--- src/rtl/dgi_pkg.sv ---
// Shared types, codes and arithmetic helpers for the deformation gradient increment block.
`default_nettype none

package dgi_pkg;

    // Start value selected by the first item of a run.
    localparam logic OP_IDENT = 1'b0;
    localparam logic OP_ZERO  = 1'b1;

    localparam int unsigned VEC_LEN = 3;
    localparam int unsigned MAT_LEN = 9;

    typedef logic [VEC_LEN-1:0][31:0] vec3_t;
    typedef logic [MAT_LEN-1:0][63:0] mat64_t;
    typedef logic [MAT_LEN-1:0][31:0] mat32_t;

    // Control that travels with an item through the pipeline.
    typedef struct packed {
        logic valid;
        logic opcode;
        logic last;
    } item_ctl_t;

    // Signed 64-bit addition that clamps to the signed range on overflow.
    function automatic logic [63:0] sat_add64(input logic [63:0] a, input logic [63:0] b);
        logic [63:0] s;
        s = a + b;
        if ((a[63] == b[63]) && (s[63] != a[63]))
        begin
            s = a[63] ? {1'b1, 63'd0} : {1'b0, {63{1'b1}}};
        end
        return s;
    endfunction

endpackage

`default_nettype wire

--- src/rtl/dgi_acc.sv ---
// Run accumulator: adds each node's products into the tensor and hands off the closed sum.
`default_nettype none

module dgi_acc #(
    parameter int NDIM      = 3,
    parameter int FRAC_BITS = 16
) (
    input  wire                 clk,
    input  wire                 rst_n,
    input  wire dgi_pkg::item_ctl_t prod_ctl,
    input  wire dgi_pkg::mat64_t    prod,
    output logic                prod_ready,
    output logic                res_valid,
    input  wire                 res_ready,
    output dgi_pkg::mat64_t     res_sum
);

    localparam int          ND      = (NDIM < 3) ? 2 : 3;
    localparam logic [63:0] ONE_ACC = 64'd1 << (2 * FRAC_BITS);

    dgi_pkg::mat64_t acc_reg;
    dgi_pkg::mat64_t res_reg;
    dgi_pkg::mat64_t sum_next;
    logic            run_open_reg;
    logic            res_valid_reg;
    logic            consume;

    // A non-final item only touches the accumulator, so it never waits.
    assign consume    = prod_ctl.valid &&
                        (!prod_ctl.last || !res_valid_reg || res_ready);
    assign prod_ready = consume;

    for (genvar k = 0; k < 9; k++)
    begin : g_elem
        logic [63:0] base;
        always_comb
        begin
            if (run_open_reg)
            begin
                base = acc_reg[k];
            end
            else if ((prod_ctl.opcode == dgi_pkg::OP_IDENT) && ((k % 4) == 0) && ((k / 4) < ND))
            begin
                base = ONE_ACC;
            end
            else
            begin
                base = 64'd0;
            end
        end
        assign sum_next[k] = dgi_pkg::sat_add64(base, prod[k]);
    end

    always_ff @(posedge clk or negedge rst_n)
    begin
        if (!rst_n)
        begin
            run_open_reg  <= 1'b0;
            res_valid_reg <= 1'b0;
        end
        else
        begin
            if (consume)
            begin
                run_open_reg <= !prod_ctl.last;
            end
            if (!res_valid_reg || res_ready)
            begin
                res_valid_reg <= consume && prod_ctl.last;
            end
        end
    end

    always_ff @(posedge clk)
    begin
        if (consume)
        begin
            acc_reg <= sum_next;
        end
        if (consume && prod_ctl.last)
        begin
            res_reg <= sum_next;
        end
    end

    assign res_valid = res_valid_reg;
    assign res_sum   = res_reg;

endmodule

`default_nettype wire

--- config.mk ---
export PLATFORM = sky130hd
export DESIGN_NAME = dgi_acc
export DESIGN_NICKNAME = d
export VERILOG_FILES = /design/src/rtl/dgi_pkg.sv /design/src/rtl/dgi_acc.sv
export SDC_FILE = /design/constraint.sdc
export NUM_CORES = 2
export LEC_CHECK = 0
export ABC_AREA = 1
export BUFFER_PORTS_ARGS = -buffer_cell sky130_fd_sc_hd__buf_2
export CAP_MARGIN = 15
export CELL_PAD_IN_SITES_DETAIL_PLACEMENT = 2
export CELL_PAD_IN_SITES_GLOBAL_PLACEMENT = 2
export CORE_MARGIN = 1
export CORE_UTILIZATION = 26
export CTS_CLUSTER_SIZE = 40
export DETAILED_ROUTE_END_ITERATION = 8
export PLACE_DENSITY_LB_ADDON = 0.1
export SYNTH_ARGS = -nofsm -noshare
export SYNTH_HDL_FRONTEND = slang
export SYNTH_SLANG_ARGS = --single-unit
--- constraint.sdc ---
create_clock -name clk -period 33.2 [get_ports clk]
set_input_delay 6.64 -clock clk [delete_from_list [all_inputs] [get_ports clk]]
set_output_delay 6.64 -clock clk [all_outputs]
set_load 0.02 [all_outputs]
* Word level (Yosys, flattened, before mapping)
Index checks and enable logic that the tools add are counted.
Cells by class: $add $sub $neg 9, equal/unequal tests 18, multiplexer cells 28, reduce and logical (&&, ||, !) cells 16
Operators by type and width (number):
- 2-to-1 mux 64 bit | 27
- adder 64 bit | 9
- 2-to-1 mux 33 bit | 1
- logical AND 1 bit | 11
- == test 1 bit | 9
- != test 1 bit | 9
- logical OR 1 bit | 3
- logical NOT 1 bit | 2
Word-level totals: flip-flop bits (word level) 1154, bits of input ports 582, output and inout bits 578, word-level logic and storage cells 91

* Depth between registers and ports, before layout
word-level depth 6, gate-level depth with buffers 24, depth with buffers taken out 19

* Least setup slack after synthesis
No wires, ideal clock.
path kind input-to-reg, start point input prod_ctl[0] (netlist name), end point register res_reg, in the netlist res_sum[0], enable pin, data arrival time 30.573 ns, required time 32.386 ns, setup slack 1.813 ns, stages on the path 5, path buffers 0, cell sequence inv_1 o31ai_1 inv_1 nand2_1 inv_1
On the way: longest elaborated chain between the ends 5
RTL lines:
- start, declared | RTL line dgi_acc.sv:10 | input wire dgi_pkg::item_ctl_t prod_ctl,
- logical NOT 1 bit | RTL line dgi_acc.sv:30 | (!prod_ctl.last || !res_valid_reg || res_ready);
- logical OR 1 bit (2 in series) | RTL line dgi_acc.sv:30
- logical AND 1 bit | RTL line dgi_acc.sv:29 | assign consume = prod_ctl.valid &&
- via prod_ready | RTL line dgi_acc.sv:12 | output logic prod_ready,
- logical AND 1 bit | RTL line dgi_acc.sv:80 | if (consume && prod_ctl.last)
- end signal, assigned | RTL line dgi_acc.sv:82 | res_reg <= sum_next;
- end, declared | RTL line dgi_acc.sv:22 | dgi_pkg::mat64_t res_reg;
The timed path passes the listed nets, and every way through them passes these cells. A chain may end at the register's enable or synchronous reset.

* Worst setup path in the final report
start point input prod_ctl[0] (netlist name), end point output prod_ready
On the way: longest elaborated chain between the ends 4
RTL lines (RTL line):
- logical NOT 1 bit | dgi_acc.sv:30
- logical OR 1 bit (2 in series) | dgi_acc.sv:30
- logical AND 1 bit | dgi_acc.sv:29
- end, declared | dgi_acc.sv:12
Every way passes these cells.

==> results by group <==
Outcome
  – Run status: finished clean

Floorplan
  – # IOs: 1160
  – Die height: 608 um
  – Die outline width: 608 um
  – Initial Util: 0.261
  – Core Region: 366000 um2
  – # rows: 222
  – Total die area: 370000 um2

Final layout
  – Most common cell after layout, fill and taps aside: nand2_1
  – Layout Utilization: 0.307
  – Register area: 34600 um2
  – Fillers: 44900
  – Post-route design area: 112000 um2
  – Share of cells above drive strength 1: 0.102
  – Nets@finish: 17000
  – Finished Layout Cells: 20800
  – Most frequent cells in the layout: nand2_1, inv_1, buf_2
  – Area taken by multi-input logic gates: 47000 um2
  – Area grow syn2layout: 17.5%

CTS
  – Max H-tree Level: 4
  – Worst-path clk slew: 0.06 ns
  – Root Buffer: clkbuf_16
  – CTS tree: done
  – Max clock buf depth: 4
  – Worst-Skew Late Latency: 0.89 ns
  – Sinks on the clock net: 1154
  – CTS Buf Count: 160
  – Setup bufs post-CTS: 0
  – Quantity of hold-fixing buffers added after cts: 0
  – PostCTS Resize Cnt: 0

Power
  – Static Leak: 63.4 nW
  – Pwr/cell area: 71.2 nW/um2
  – VDD IR-drop max: 0.0369 mV
  – Tot Pwr: 7.99 mW

Routing
  – Via density: 4.56
  – Detailed Route WL: 467 mm
  – Drt first pass iters: 5
  – Antenna-violating nets left: 0
  – DR vias: 95000
  – Avg WL per Cell: 22.4 um
  – Initial DRC Count: 4535
  – DRC: 0

GRT
  – Antenna violations before repair: 162
  – First-pass GRT wire length: 672 mm
  – Total grt overflow: 0
  – Largest net degree at the start of global routing: 116
  – GRT Overall Usage: 0.246
  – Vias in the first global route: 100000

Placed design
  – Placed cell area: 107000 um2
  – Placed Cells: 20500
  – Dpl hpwl: 394 mm
  – Port bufs: 1159
  – Gpl congestion: 0.908

Yosys
  – Cell variety after synth: 39
  – Mapped Nets: 15800
  – Synthesized netlist cell count: 14600
  – Mapped cell area: 95500 um2
  – Yosys reg bits: 1154
  – Synth warnings: 0
  – Syn avg cell area: 6.52 um2
  – Sequential element share of the synthesized area: 0.363

Setup path
  – Slowest cell delay on critical path: 0.64 ns
  – Type of element capturing the critical path: primary output
  – Arr. time, crit path: 7.95 ns
  – CP most frequent cell: buf_2
  – CP Max Fanout: 6
  – Crit-path leading delay family: compound AO/OA/AOI/OAI gates
  – Crit path cell chain: buf_2, inv_1, o31ai_1, inv_8, buf_2
  – Slowest CP cell: o31ai_1
  – Critical path class: in -> out
  – CP bufs+invs: 4
  – Critical path startpoint category: primary input
  – CP required: 26.56 ns

Timing
  – Final hold vios: 0
  – Fin crit share: 0.440
  – Relative slew slack: 0.273
  – Setup TNS: 0 ns
  – Slew @ Worst Pin: 1.09 ns
  – Max-slew violations: 0
  – Clock skew: 0.0665 ns
  – Final setup vio count: 0
  – F_max: 68.5 MHz
  – RSZ-0062 raised after global routing: no
  – Crit path time final: 14.59 ns

Job
  – Max-cap violations: 0

Hold path
  – Hold WC Path Type: reg -> reg
-- area by class of cell --
class	count	area share
multi-input combinational	9895	0.419
sequential	1154	0.309
inverter	3415	0.114
timing repair buffer	1209	0.0554
tap	4816	0.0537
clock buffer	179	0.0367
clock inverter	107	0.0104
antenna	40	0.000893
-- kinds of logic (layout without fill, tap and decap cells) --
group,count (synthesis),after routing,synth area share
AND/OR/NAND/NOR,8204,8204,0.344
buffers and inverters,3580,4910,0.145
flip-flops,1154,1154,0.363
AO/OA/AOI/OAI,836,836,0.0464
adder cells (fa/ha/maj),576,576,0.0762
XOR/XNOR,279,279,0.0256
other,0,40,0
-- worst min-delay path, stage by stage (launching register included) --
cell	delay [ns]
dfrtp_1	0.37
inv_1	0.07
o21ai_0	0.07
-- through the flow --
stage	hold WS (ns)	setup WS (ns)
after floorplan	0.632	1.81
after global placement	0.583	18.54
after detailed placement	0.553	18.58
after CTS	0.561	18.58
after global routing	0.588	18.57
final	0.553	18.61
-- cell usage after synthesis, drive strengths merged --
cell	n	area share
a21o	3	0.00024
a21oi	457	0.024
and2	15	0.00098
and3	3	0.00020
buf	104	0.0079
clkbuf	61	0.0024
dfrtp	2	0.00052
edfxtp	1152	0.36
fa	9	0.0019
ha	567	0.074
inv	3415	0.13
nand2	6417	0.25
nand3	491	0.026
nand3b	156	0.013
nand4	72	0.0047
nor2	925	0.038
nor3	118	0.0062
nor4	7	0.00092
o21a	1	0.000079
o21ai	347	0.020
o21bai	27	0.0021
o31ai	1	0.000079
xnor2	250	0.023
xor2	29	0.0027
-- path summary, 6_finish.rpt --
check,cells after the start,from,slack [ns],endpoint
hold reg to reg,2,res_valid,0.55,res_valid
setup / recovery,5,prod_ctl[0],18.61,prod_ready
hold / removal,2,res_valid,0.55,res_valid
max in group asynchronous,1,rst_n,27.51,run_open_reg
min in group asynchronous,1,rst_n,5.58,res_valid
setup reg to reg,18,run_open_reg,26.50,res_sum[336]
-- layer usage --
| layer | share of wire | wire length [um] | track usage | up-vias |
|---|---|---|---|---|
| met2 | 0.48 | 225000 | 0.435 | 1625 |
| met4 | 0.046 | 21200 | 0.0939 | 50 |
| li1 | - | - | - | 46700 |
| met5 | 0.00066 | 308 | 0 | - |
| met1 | 0.43 | 203000 | 0.302 | 45900 |
| met3 | 0.037 | 17000 | 0.0310 | 675 |
-- where the power goes --
part / switching [mW] / internal, mW
combinational: 2.75 / 1.11
sequential: 0.122 / 2.19
clock: 0.753 / 1.06
total: 3.63 / 4.36
No activity file was read; power rests on OpenSTA's default activity.
