## src/rtl/dgi_pkg.sv

```systemverilog
// Shared types, codes and arithmetic helpers for the deformation gradient increment block.
`default_nettype none

package dgi_pkg;

    // Start value selected by the first item of a run.
    localparam logic OP_IDENT = 1'b0;
    localparam logic OP_ZERO  = 1'b1;

    localparam int unsigned VEC_LEN = 3;
    localparam int unsigned MAT_LEN = 9;

    typedef logic [VEC_LEN-1:0][31:0] vec3_t;
    typedef logic [MAT_LEN-1:0][63:0] mat64_t;
    typedef logic [MAT_LEN-1:0][31:0] mat32_t;

    // Control that travels with an item through the pipeline.
    typedef struct packed {
        logic valid;
        logic opcode;
        logic last;
    } item_ctl_t;

    // Signed 64-bit addition that clamps to the signed range on overflow.
    function automatic logic [63:0] sat_add64(input logic [63:0] a, input logic [63:0] b);
        logic [63:0] s;
        s = a + b;
        if ((a[63] == b[63]) && (s[63] != a[63]))
        begin
            s = a[63] ? {1'b1, 63'd0} : {1'b0, {63{1'b1}}};
        end
        return s;
    endfunction

endpackage

`default_nettype wire

```

## src/rtl/dgi_round.sv

```systemverilog
// Output register: rounds the closed sum to the input format and saturates it to 32 bits.
`default_nettype none

module dgi_round #(
    parameter int FRAC_BITS = 16
) (
    input  wire                 clk,
    input  wire                 rst_n,
    input  wire                 res_valid,
    output logic                res_ready,
    input  wire dgi_pkg::mat64_t res_sum,
    output logic                out_valid,
    input  wire                 out_ready,
    output dgi_pkg::mat32_t     out_mat
);

    localparam logic signed [64:0] HALF = 65'sd1 <<< (FRAC_BITS - 1);
    localparam logic signed [64:0] QMAX = 65'sd2147483647;
    localparam logic signed [64:0] QMIN = -65'sd2147483648;

    dgi_pkg::mat32_t out_reg;
    dgi_pkg::mat32_t out_next;
    logic            out_valid_reg;

    assign res_ready = !out_valid_reg || out_ready;

    // Round to nearest with ties toward plus infinity, then clamp.
    for (genvar k = 0; k < 9; k++)
    begin : g_elem
        logic signed [64:0] biased;
        logic signed [64:0] q;
        assign biased = $signed({res_sum[k][63], res_sum[k]}) + HALF;
        assign q      = biased >>> FRAC_BITS;
        always_comb
        begin
            if (q > QMAX)
            begin
                out_next[k] = 32'h7fff_ffff;
            end
            else if (q < QMIN)
            begin
                out_next[k] = 32'h8000_0000;
            end
            else
            begin
                out_next[k] = q[31:0];
            end
        end
    end

    always_ff @(posedge clk or negedge rst_n)
    begin
        if (!rst_n)
        begin
            out_valid_reg <= 1'b0;
        end
        else if (res_ready)
        begin
            out_valid_reg <= res_valid;
        end
    end

    always_ff @(posedge clk)
    begin
        if (res_ready && res_valid)
        begin
            out_reg <= out_next;
        end
    end

    assign out_valid = out_valid_reg;
    assign out_mat   = out_reg;

endmodule

`default_nettype wire

```

## config.mk

```make
export PLATFORM = sky130hd
export DESIGN_NAME = dgi_round
export DESIGN_NICKNAME = d
export VERILOG_FILES = /design/src/rtl/dgi_pkg.sv /design/src/rtl/dgi_round.sv
export SDC_FILE = /design/constraint.sdc
export NUM_CORES = 1
export LEC_CHECK = 0
export ABC_AREA = 1
export BUFFER_PORTS_ARGS = -buffer_cell sky130_fd_sc_hd__buf_2
export CAP_MARGIN = 20
export CORE_AREA = 4 4 333 335
export DETAILED_ROUTE_END_ITERATION = 10
export DIE_AREA = 0 0 337 339
export PLACE_DENSITY_LB_ADDON = 0.2
export SLEW_MARGIN = 10
export SYNTH_ARGS = -nofsm -noshare
export SYNTH_HDL_FRONTEND = slang
export SYNTH_SLANG_ARGS = --single-unit
```

## constraint.sdc

```tcl
create_clock -name clk -period 21.1 [get_ports clk]
set_input_delay 1.055 -clock clk [delete_from_list [all_inputs] [get_ports clk]]
set_output_delay 1.055 -clock clk [all_outputs]
set_load 0.03 [all_outputs]
```

# After elaboration in Yosys (flattened, before gate mapping)
# Cells that the tools add are included.
dict set report word_totals {
  latchBits 0
  memories 0
  ram_bits 0
  register_bits 289
  rom_bits 0
  out_inout_bits 290
}
dict set report op_classes {
  div 0
  reduce_logical 3
  shifts 0
  bitwise 0
  addsub 9
  multipliers 0
  n_mux 9
  n_eq_ne 0
  order_cmp 18
}
# cell n
set ops {}
lappend ops {{adder 64 x 17 -> 65 bit (second input constant)} 9}
lappend ops {{> comparator 49 x 32 -> 1 bit (second input constant)} 9}
lappend ops {{< comparator 49 x 32 -> 1 bit (second input constant)} 9}
lappend ops {{2-to-1 mux 32 bit} 9}
lappend ops {{logical AND 1 bit} 1}
lappend ops {{zero test 1 bit} 1}
lappend ops {{logical OR 1 bit} 1}

# Longest topological paths before layout
# Gate-level depths: netlist of the first run.
dict set report depth {
  ltp_word 3
  mapped_depth 19
}

# Least setup slack after synthesis of the first run
# Ideal clock, no wire load.
dict set report synth_path {
  path_kind {input port to flip-flop}
  startpoint {input res_valid}
  endpoint {register out_reg (netlist bit out_mat[0]) (enable)}
  required_ps 20067
  setup_time_ps 1033
  t_arrival_ps 14901
  path_stages 2
  path_buffers 0
  setup_slack_ps 5166
  path_cell_list {inv_1 -> a21oi_1}
}
dict set report synth_between {
  elab_chain_cells 1
}
# item line
set synth_rtl {}
lappend synth_rtl {{from (decl)} dgi_round.sv:9} ;# input wire res_valid,
lappend synth_rtl {{logical AND 1 bit} dgi_round.sv:65} ;# if (res_ready && res_valid)
lappend synth_rtl {{to (signal assigned)} dgi_round.sv:67} ;# out_reg <= out_next;
lappend synth_rtl {{to (decl)} dgi_round.sv:21} ;# dgi_pkg::mat32_t out_reg;
# No other way between the ends.
# A chain may end at the register's enable or synchronous reset.

# Worst setup path after layout of the first run
dict set report layout_path {
  startpoint {input res_sum[335] (netlist bit)}
  endpoint {register out_reg (netlist bit out_mat[175]), data pin}
}
dict set report layout_between {
  elab_chain_cells 3
}
# item line
set layout_rtl {}
lappend layout_rtl {{from (decl)} dgi_round.sv:11} ;# input wire dgi_pkg::mat64_t res_sum,
lappend layout_rtl {{adder 64 x 17 -> 65 bit *} dgi_round.sv:32} ;# assign biased = $signed({res_sum[k][63], res_sum[k]}) + HALF;
lappend layout_rtl {{< comparator 49 x 32 -> 1 bit} dgi_round.sv:40} ;# else if (q < QMIN)
lappend layout_rtl {{2-to-1 mux 32 bit} dgi_round.sv:40}
# Every way passes the cells marked *; elsewhere a longest branch is shown, timed or not.

==> results of run 1 <==
cell type report:
type,instances,share of cell area
Sequential cell,289,0.249
Multi-Input combinational cell,3935,0.495
Tap cell,1414,0.0507
Clock buffer,48,0.0301
Timing Repair Buffer,751,0.111
Clock inverter,26,0.00753
Antenna cell,29,0.00208
Inverter,518,0.0557
synth_stat cells:
cell type	instances
o21ai_2	4
or2_2	2
nor2_1	840
nand3_2	8
nor3_2	2
nand3_1	325
edfxtp_1	288
and2_1	5
nand2_1	2152
inv_2	5
buf_6	17
nor3_1	62
nand4_2	1
nor2_2	45
o21ai_1	3
nand4_1	135
buf_4	27
nor3b_1	2
xor2_1	95
a21oi_1	13
buf_2	18
a31oi_1	1
nand2_2	52
ha_1	9
xnor2_1	62
o21bai_1	11
nor2_4	16
nand3b_1	53
inv_1	510
clkinv_1	3
o21ai_0	34
and3_1	3
dfrtp_1	1
power by group through the flow:
stage                     Combinational (mW)  Clock, mW  Sequential (mW)
after global placement                 0.419          0            0.696
final                                  0.419      0.702            0.684
after floorplan                        0.176          0            0.776
after detailed placement               0.418          0            0.697
after CTS                              0.420      0.726            0.685
after global routing                   0.462      0.748            0.687
final timing paths:
check / slack, ns / from / to
worst max-delay path: 17.17 / res_sum[335] / out_mat[175]$_SDFFCE_PN1P_
max in group asynchronous: 20.79 / rst_n / out_valid$_DFFE_PN0N_
worst min register to register: 0.59 / out_valid$_DFFE_PN0N_ / out_valid$_DFFE_PN0N_
min in group clk: 0.59 / out_valid$_DFFE_PN0N_ / out_valid$_DFFE_PN0N_
worst min-delay path: 0.23 / rst_n / out_valid$_DFFE_PN0N_
worst max register to register: 17.69 / out_valid$_DFFE_PN0N_ / out_mat[86]$_SDFFCE_PN1P_
worst reg2reg max path, cell delays in order (launching register included):
cell	delay, ns
dfrtp_1	0.42
a21oi_4	0.75
buf_4	0.87
buf_4	0.95
metrics by stage:
step                      instance area, um2  std cells  hold slack, ns
after global placement                 33400       6900           0.578
after detailed placement               33400       6900           0.581
final                                  34900       7010           0.226
after global routing                   34900       6995           0.182
after floorplan                        28400       4804           0.759
after CTS                              34700       6974           0.160
kinds of logic after synthesis:
kind of cell,synth area share
and+or+nand+nor,0.543
adders and majority gates,0.00397
xor gates and xnor gates,0.0485
AOI/OAI and AO/OA,0.0132
buffers and inverters,0.0857
DFF,0.306
metal layers:
| metal | share of wire | wire length, um |
|---|---|---|
| met3 | 0.076 | 9680 |
| met4 | 0.025 | 3270 |
| met2 | 0.46 | 59300 |
| met1 | 0.44 | 55800 |
| met5 | 0.00098 | 126 |
==> metrics.md, run 1 <==
| Metric | Value |
|---|---|
| Worst Clk Skew | `0.0231 ns` |
| HP Class | `in -> async` |
| Layout cells sized above 1 | `0.170` |
| Via density per instance | `around 4.7` |
| Initial antenna violation count | `between 40 and 50` |
| # port buffers | `approximately 730` |
| Drt initial violations | `about 2,100` |
| Final min period | `roughly 3.9 ns` |
| Placer Congestion | `roughly 0.96` |
| Synthesis Warnings | `0` |
| Most used cell, CP | `nand2_1` |
| Max-slew violation count | `0` |
| Via count | `approximately 33,000` |
| Slowest cell on crit path | `nand3_2` |
| Max FFs per register | `between 200 and 300` |
| Setup Buffers After CTS | `0` |
| Flop pwr share | `0.379` |
| Clk sinks | `between 200 and 300` |
| Area delta synth->final | `23.1%` |
| Met1 global-route usage | `0.275` |
| Yosys cell types | `33` |
| Yosys top cell area share | `0.305` |
| GRT Total Usage | `0.214` |
| Drt drc | `0` |
| Seq/Total Area, Yosys | `0.306` |
| Critical Path AT | `around 4.3 ns` |
| Critical path depth | `16` |
| #FFs+latches synth | `~290` |
| Height of the die | `between 300 and 400 um` |
| Post-Route WL | `between 100,000 and 150,000 um` |
| Drt wl/cell | `18.3 um` |
| Total net switching power | `between 600 and 700 uW` |
| Commonest non-fill, non-tap cell in the layout | `nand2_1` |
| Status | `completed` |
| Vias in the first global route | `30,500` |
| H-tree depth | `2` |
| Area contributors post-synth | `edfxtp_1, nand2_1, nor2_1` |
| Clock power share | `0.389` |
| # fillers | `between 10,000 and 15,000` |
| LEAKAGE | `around 16 nW` |
| Sw Ratio | `0.335` |
| Post-Synthesis Cell Area | `between 20,000 and 30,000 um2` |
| Post-cts sizing count | `0` |
| Initial DRT Pass Iterations | `6` |
| Critical Path Max Stage Delay | `between 0.6 and 0.7 ns` |
| Routed Antenna Nets | `0` |
| Final HPWL DP | `109,000 um` |
| Layout Nets | `just over 6,000` |
| I/O Pins | `slightly below 900` |
| Initial Util | `0.262` |
| Power Total | `1.81 mW` |
| Mapped Cells | `4,804` |
| CP Buf/Inv Count | `2` |
| TNS Setup | `0 ns` |
| Syn_nets | `between 5,000 and 6,000` |
| Grt peak-use layer | `met2` |
| Comb pwr share | `0.232` |
| Multi-input logic area | `about 17,000 um2` |
| Max Buffers Root-to-Sink | `3` |
| Area leader, netlist | `edfxtp_1` |
| Worst path cell trace | `buf_2 > ha_1 > inv_1 > nor2_2 > nand2_2 > nor2_1 > nand3b_1 > nand2_1 > nand2_1 > nor2_1 > nand2_1 > nor2_1 > nand2_1 > nand2_1 > nand3_2 > nand2_1` |
| Final setup margin | `17.17 ns` |
| Final core occ | `0.323` |
| Avg Synthesized Cell Area | `5.90 um2` |
| Slew @ Worst Pin | `approximately 1.0 ns` |
| Reg2Reg Depth | `3` |
| PD cells | `51.7 nW/um2` |
| First-pass GRT wire length | `~190,000 um` |
| Endpoints failing hold | `0` |
| CTS tree | `yes` |
| Row count | `approximately 120` |
| Worst slack at placement | `16.46 ns` |
| GR Overflow Total | `0` |
| Most frequent cells in the layout | `nand2_1, nor2_1, buf_2` |
| Worst setup SP type | `input port` |
| GRT met2 Usage | `0.359` |
| Final period util | `0.186` |
| CTS Root Cell | `clkbuf_16` |
| Largest net degree at the start of global routing | `just over 70` |
| Grt met3 use | `0.0517` |
| CP Class | `in -> reg` |
| Worst EP required | `roughly 21 ns` |
| Max-slew headroom | `0.309` |
| Highest Clock Rate | `between 0.2 and 0.3 GHz` |
| Core Area | `between 100,000 and 150,000 um2` |
| CP top delay family | `simple AND/OR/NAND/NOR gates` |
| Peak VDD IR | `0.0450 mV` |
| Setup violations, final | `0` |
| Die width | `337 um` |
| Hold_buf cts | `0` |
| Clock latency on the worst-skew pair | `around 0.59 ns` |
| Max cap viols | `0` |
| RSZ-0062 raised after global routing | `no` |
| Cell-internal power | `approximately 1.2 mW` |
| Clk slew on worst S/H paths | `approximately 0.060 ns` |
| Register area | `around 8700 um2` |
| Crit path max fanout | `31` |
| Die Footprint | `between 100,000 and 150,000 um2` |
| Num CTS Buffers | `40` |
| CP endpoint kind | `flip-flop` |
Note: power is estimated with default switching activity, not from simulation.
==> inputs of run 2 (changes only) <==
Clock period 21.1 ns to 3.24 ns, I/O delays scaled along.
==> run 2 against run 1 <==
- utilization up 1.5 points
- global-route usage up 0.35 points
- critical path depth up 1
- critical path type unchanged
- largest power group unchanged
==> metrics.md, run 2 (synthesized netlist as in run 1, its figures left out) <==
| Metric | Value |
|---|---|
| # port buffers | `734` |
| PD cells | `approximately 330 nW/um2` |
| Height of the die | `~340 um` |
| Max FFs per register | `between 200 and 300` |
| Most frequent cells in the layout | `nand2_1, nor2_1, buf_2` |
| Worst setup SP type | `input port` |
| CP Class | `in -> reg` |
| Die width | `337 um` |
| Slew @ Worst Pin | `around 0.69 ns` |
| Hold depth | `4` |
| Placer Congestion | `0.948` |
| Crit path max fanout | `31` |
| Initial antenna violation count | `between 40 and 50` |
| Reg2Reg Depth | `3` |
| Cells after DPL | `6,957` |
| Commonest non-fill, non-tap cell in the layout | `nand2_1` |
| Critical Path Max Stage Delay | `around 0.52 ns` |
| Worst EP required | `3.55 ns` |
| Post-Route WL | `between 100,000 and 150,000 um` |
| GR Overflow Total | `0` |
| Hold_buf cts | `around 120` |
| Highest Clock Rate | `~0.36 GHz` |
| Vias in the first global route | `between 30,000 and 40,000` |
| CTS Root Cell | `clkbuf_16` |
| Max-slew headroom | `0.539` |
| Peak VDD IR | `0.336 mV` |
| RSZ-0062 raised after global routing | `no` |
| Via count | `33,200` |
| HP Class | `in -> reg` |
| Drt wl/cell | `approximately 18 um` |
| First-pass GRT wire length | `192,000 um` |
| Worst path cell trace | `dlygate4sd3_1 > buf_2 > nand2_1 > nor2_1 > nand2_1 > nor2_2 > buf_4 > nand4_1 > nand2_1 > nand3_1 > nor2_1 > nand2_1 > nor2_1 > nand2_1 > nand3_2 > buf_4 > nand2_1` |
| Critical Path AT | `3.08 ns` |
| Final min period | `about 2.8 ns` |
| I/O Pins | `870` |
| Die Footprint | `~110,000 um2` |
| LEAKAGE | `between 15 and 20 nW` |
| Max Buffers Root-to-Sink | `3` |
| Final HPWL DP | `between 100,000 and 150,000 um` |
| Hold slack | `0.0577 ns` |
| Initial Util | `0.262` |
| Largest net degree at the start of global routing | `between 90 and 100` |
| Initial DRT Pass Iterations | `6` |
| Drt drc | `0` |
| Most used cell, CP | `nand2_1` |
| Layout Nets | `6,296` |
| Worst Clk Skew | `approximately 0.016 ns` |
| Area delta synth->final | `28.8%` |
| Clk slew on worst S/H paths | `0.06 ns` |
| Clk sinks | `a little under 300` |
| Fin cells | `between 7,000 and 8,000` |
| Routed Antenna Nets | `0` |
| Post-cts sizing count | `0` |
| Endpoints failing hold | `0` |
| CP endpoint kind | `flip-flop` |
| Layout cells sized above 1 | `0.174` |
| Setup violations, final | `0` |
| Slowest cell on crit path | `dlygate4sd3_1` |
| Final setup margin | `around 0.47 ns` |
| CTS tree | `yes` |
| H-tree depth | `2` |
| Row count | `approximately 120` |
| Drt initial violations | `approximately 2,500` |
| Core Area | `around 110,000 um2` |
| TNS Setup | `0 ns` |
| Final period util | `0.854` |
| Worst slack at placement | `~0.41 ns` |
| Status | `completed` |
| GRT Total Usage | `0.217` |
| Setup Buffers After CTS | `0` |
| Max cap viols | `0` |
| Num CTS Buffers | `41` |
| Max-slew violation count | `0` |
| Clock latency on the worst-skew pair | `between 0.5 and 0.6 ns` |
| Via density per instance | `approximately 4.6` |
-- run 2: cell count changes in the layout (fill, tap and decap cells not counted), sizes merged --
cell / before / now
dlygate4sd3: 0 / 121
buf: 751 / 801
clkinv: 18 / 14
diode: 29 / 25
inv: 518 / 521
bufinv: 4 / 3
clkbuf: 48 / 49
clkinvlp: 4 / 3
-- run 2: critical path: cells and delay by family --
| family | cells | cell delay [ns] |
|---|---|---|
| buf+inv | 4 | 1.22 |
| simple gates | 13 | 1.71 |
-- run 2: final timing paths --
check                                      startpoint                    endpoint  slack [ns]
worst max-delay path                     res_sum[534]  out_mat[280]$_SDFFCE_PN1P_        0.47
worst min-delay path                      res_sum[87]   out_mat[39]$_SDFFCE_PN1P_        0.06
worst max register to register  out_valid$_DFFE_PN0N_  out_mat[183]$_SDFFCE_PN1P_        1.49
worst min register to register  out_valid$_DFFE_PN0N_   out_mat[51]$_SDFFCE_PN1P_        0.84
max in group asynchronous                       rst_n       out_valid$_DFFE_PN0N_        2.71
min in group asynchronous                       rst_n       out_valid$_DFFE_PN0N_        0.41
-- run 2: per-layer routing --
metal  vias up  wire length [um]  share of wire  track usage
li1      16900                 -              -            -
met1     15000             56600           0.44        0.283
met2      1033             59100           0.46        0.361
met3       187             10300          0.079       0.0504
met4        28              3550          0.027       0.0573
met5         -               184         0.0014            0
-- run 2: final cells by class --
cell class,instances,area [um2]
Timing Repair Buffer,922,5530
Fill cell,12200,71600
Clock inverter,23,226
Tap cell,1414,1770
Sequential cell,289,8670
Inverter,518,1940
Multi-Input combinational cell,3935,17300
Antenna cell,25,62.6
Clock buffer,49,1060
-- run 2: stage by stage --
step / instance area, um2 / utilization / total power, mW
after floorplan: 28400 / - / 6.12
after CTS: 36500 / 0.337 / 12.1
after detailed placement: 34000 / 0.314 / 7.30
after global placement: 34000 / 0.314 / 7.30
final: 36500 / 0.338 / 11.9
after global routing: 36500 / 0.337 / 12.5
-- run 2: report_power, final --
part           switching (mW)  internal, mW
Clock                    1.97          2.59
Combinational            2.00         0.897
Sequential             0.0625          4.39
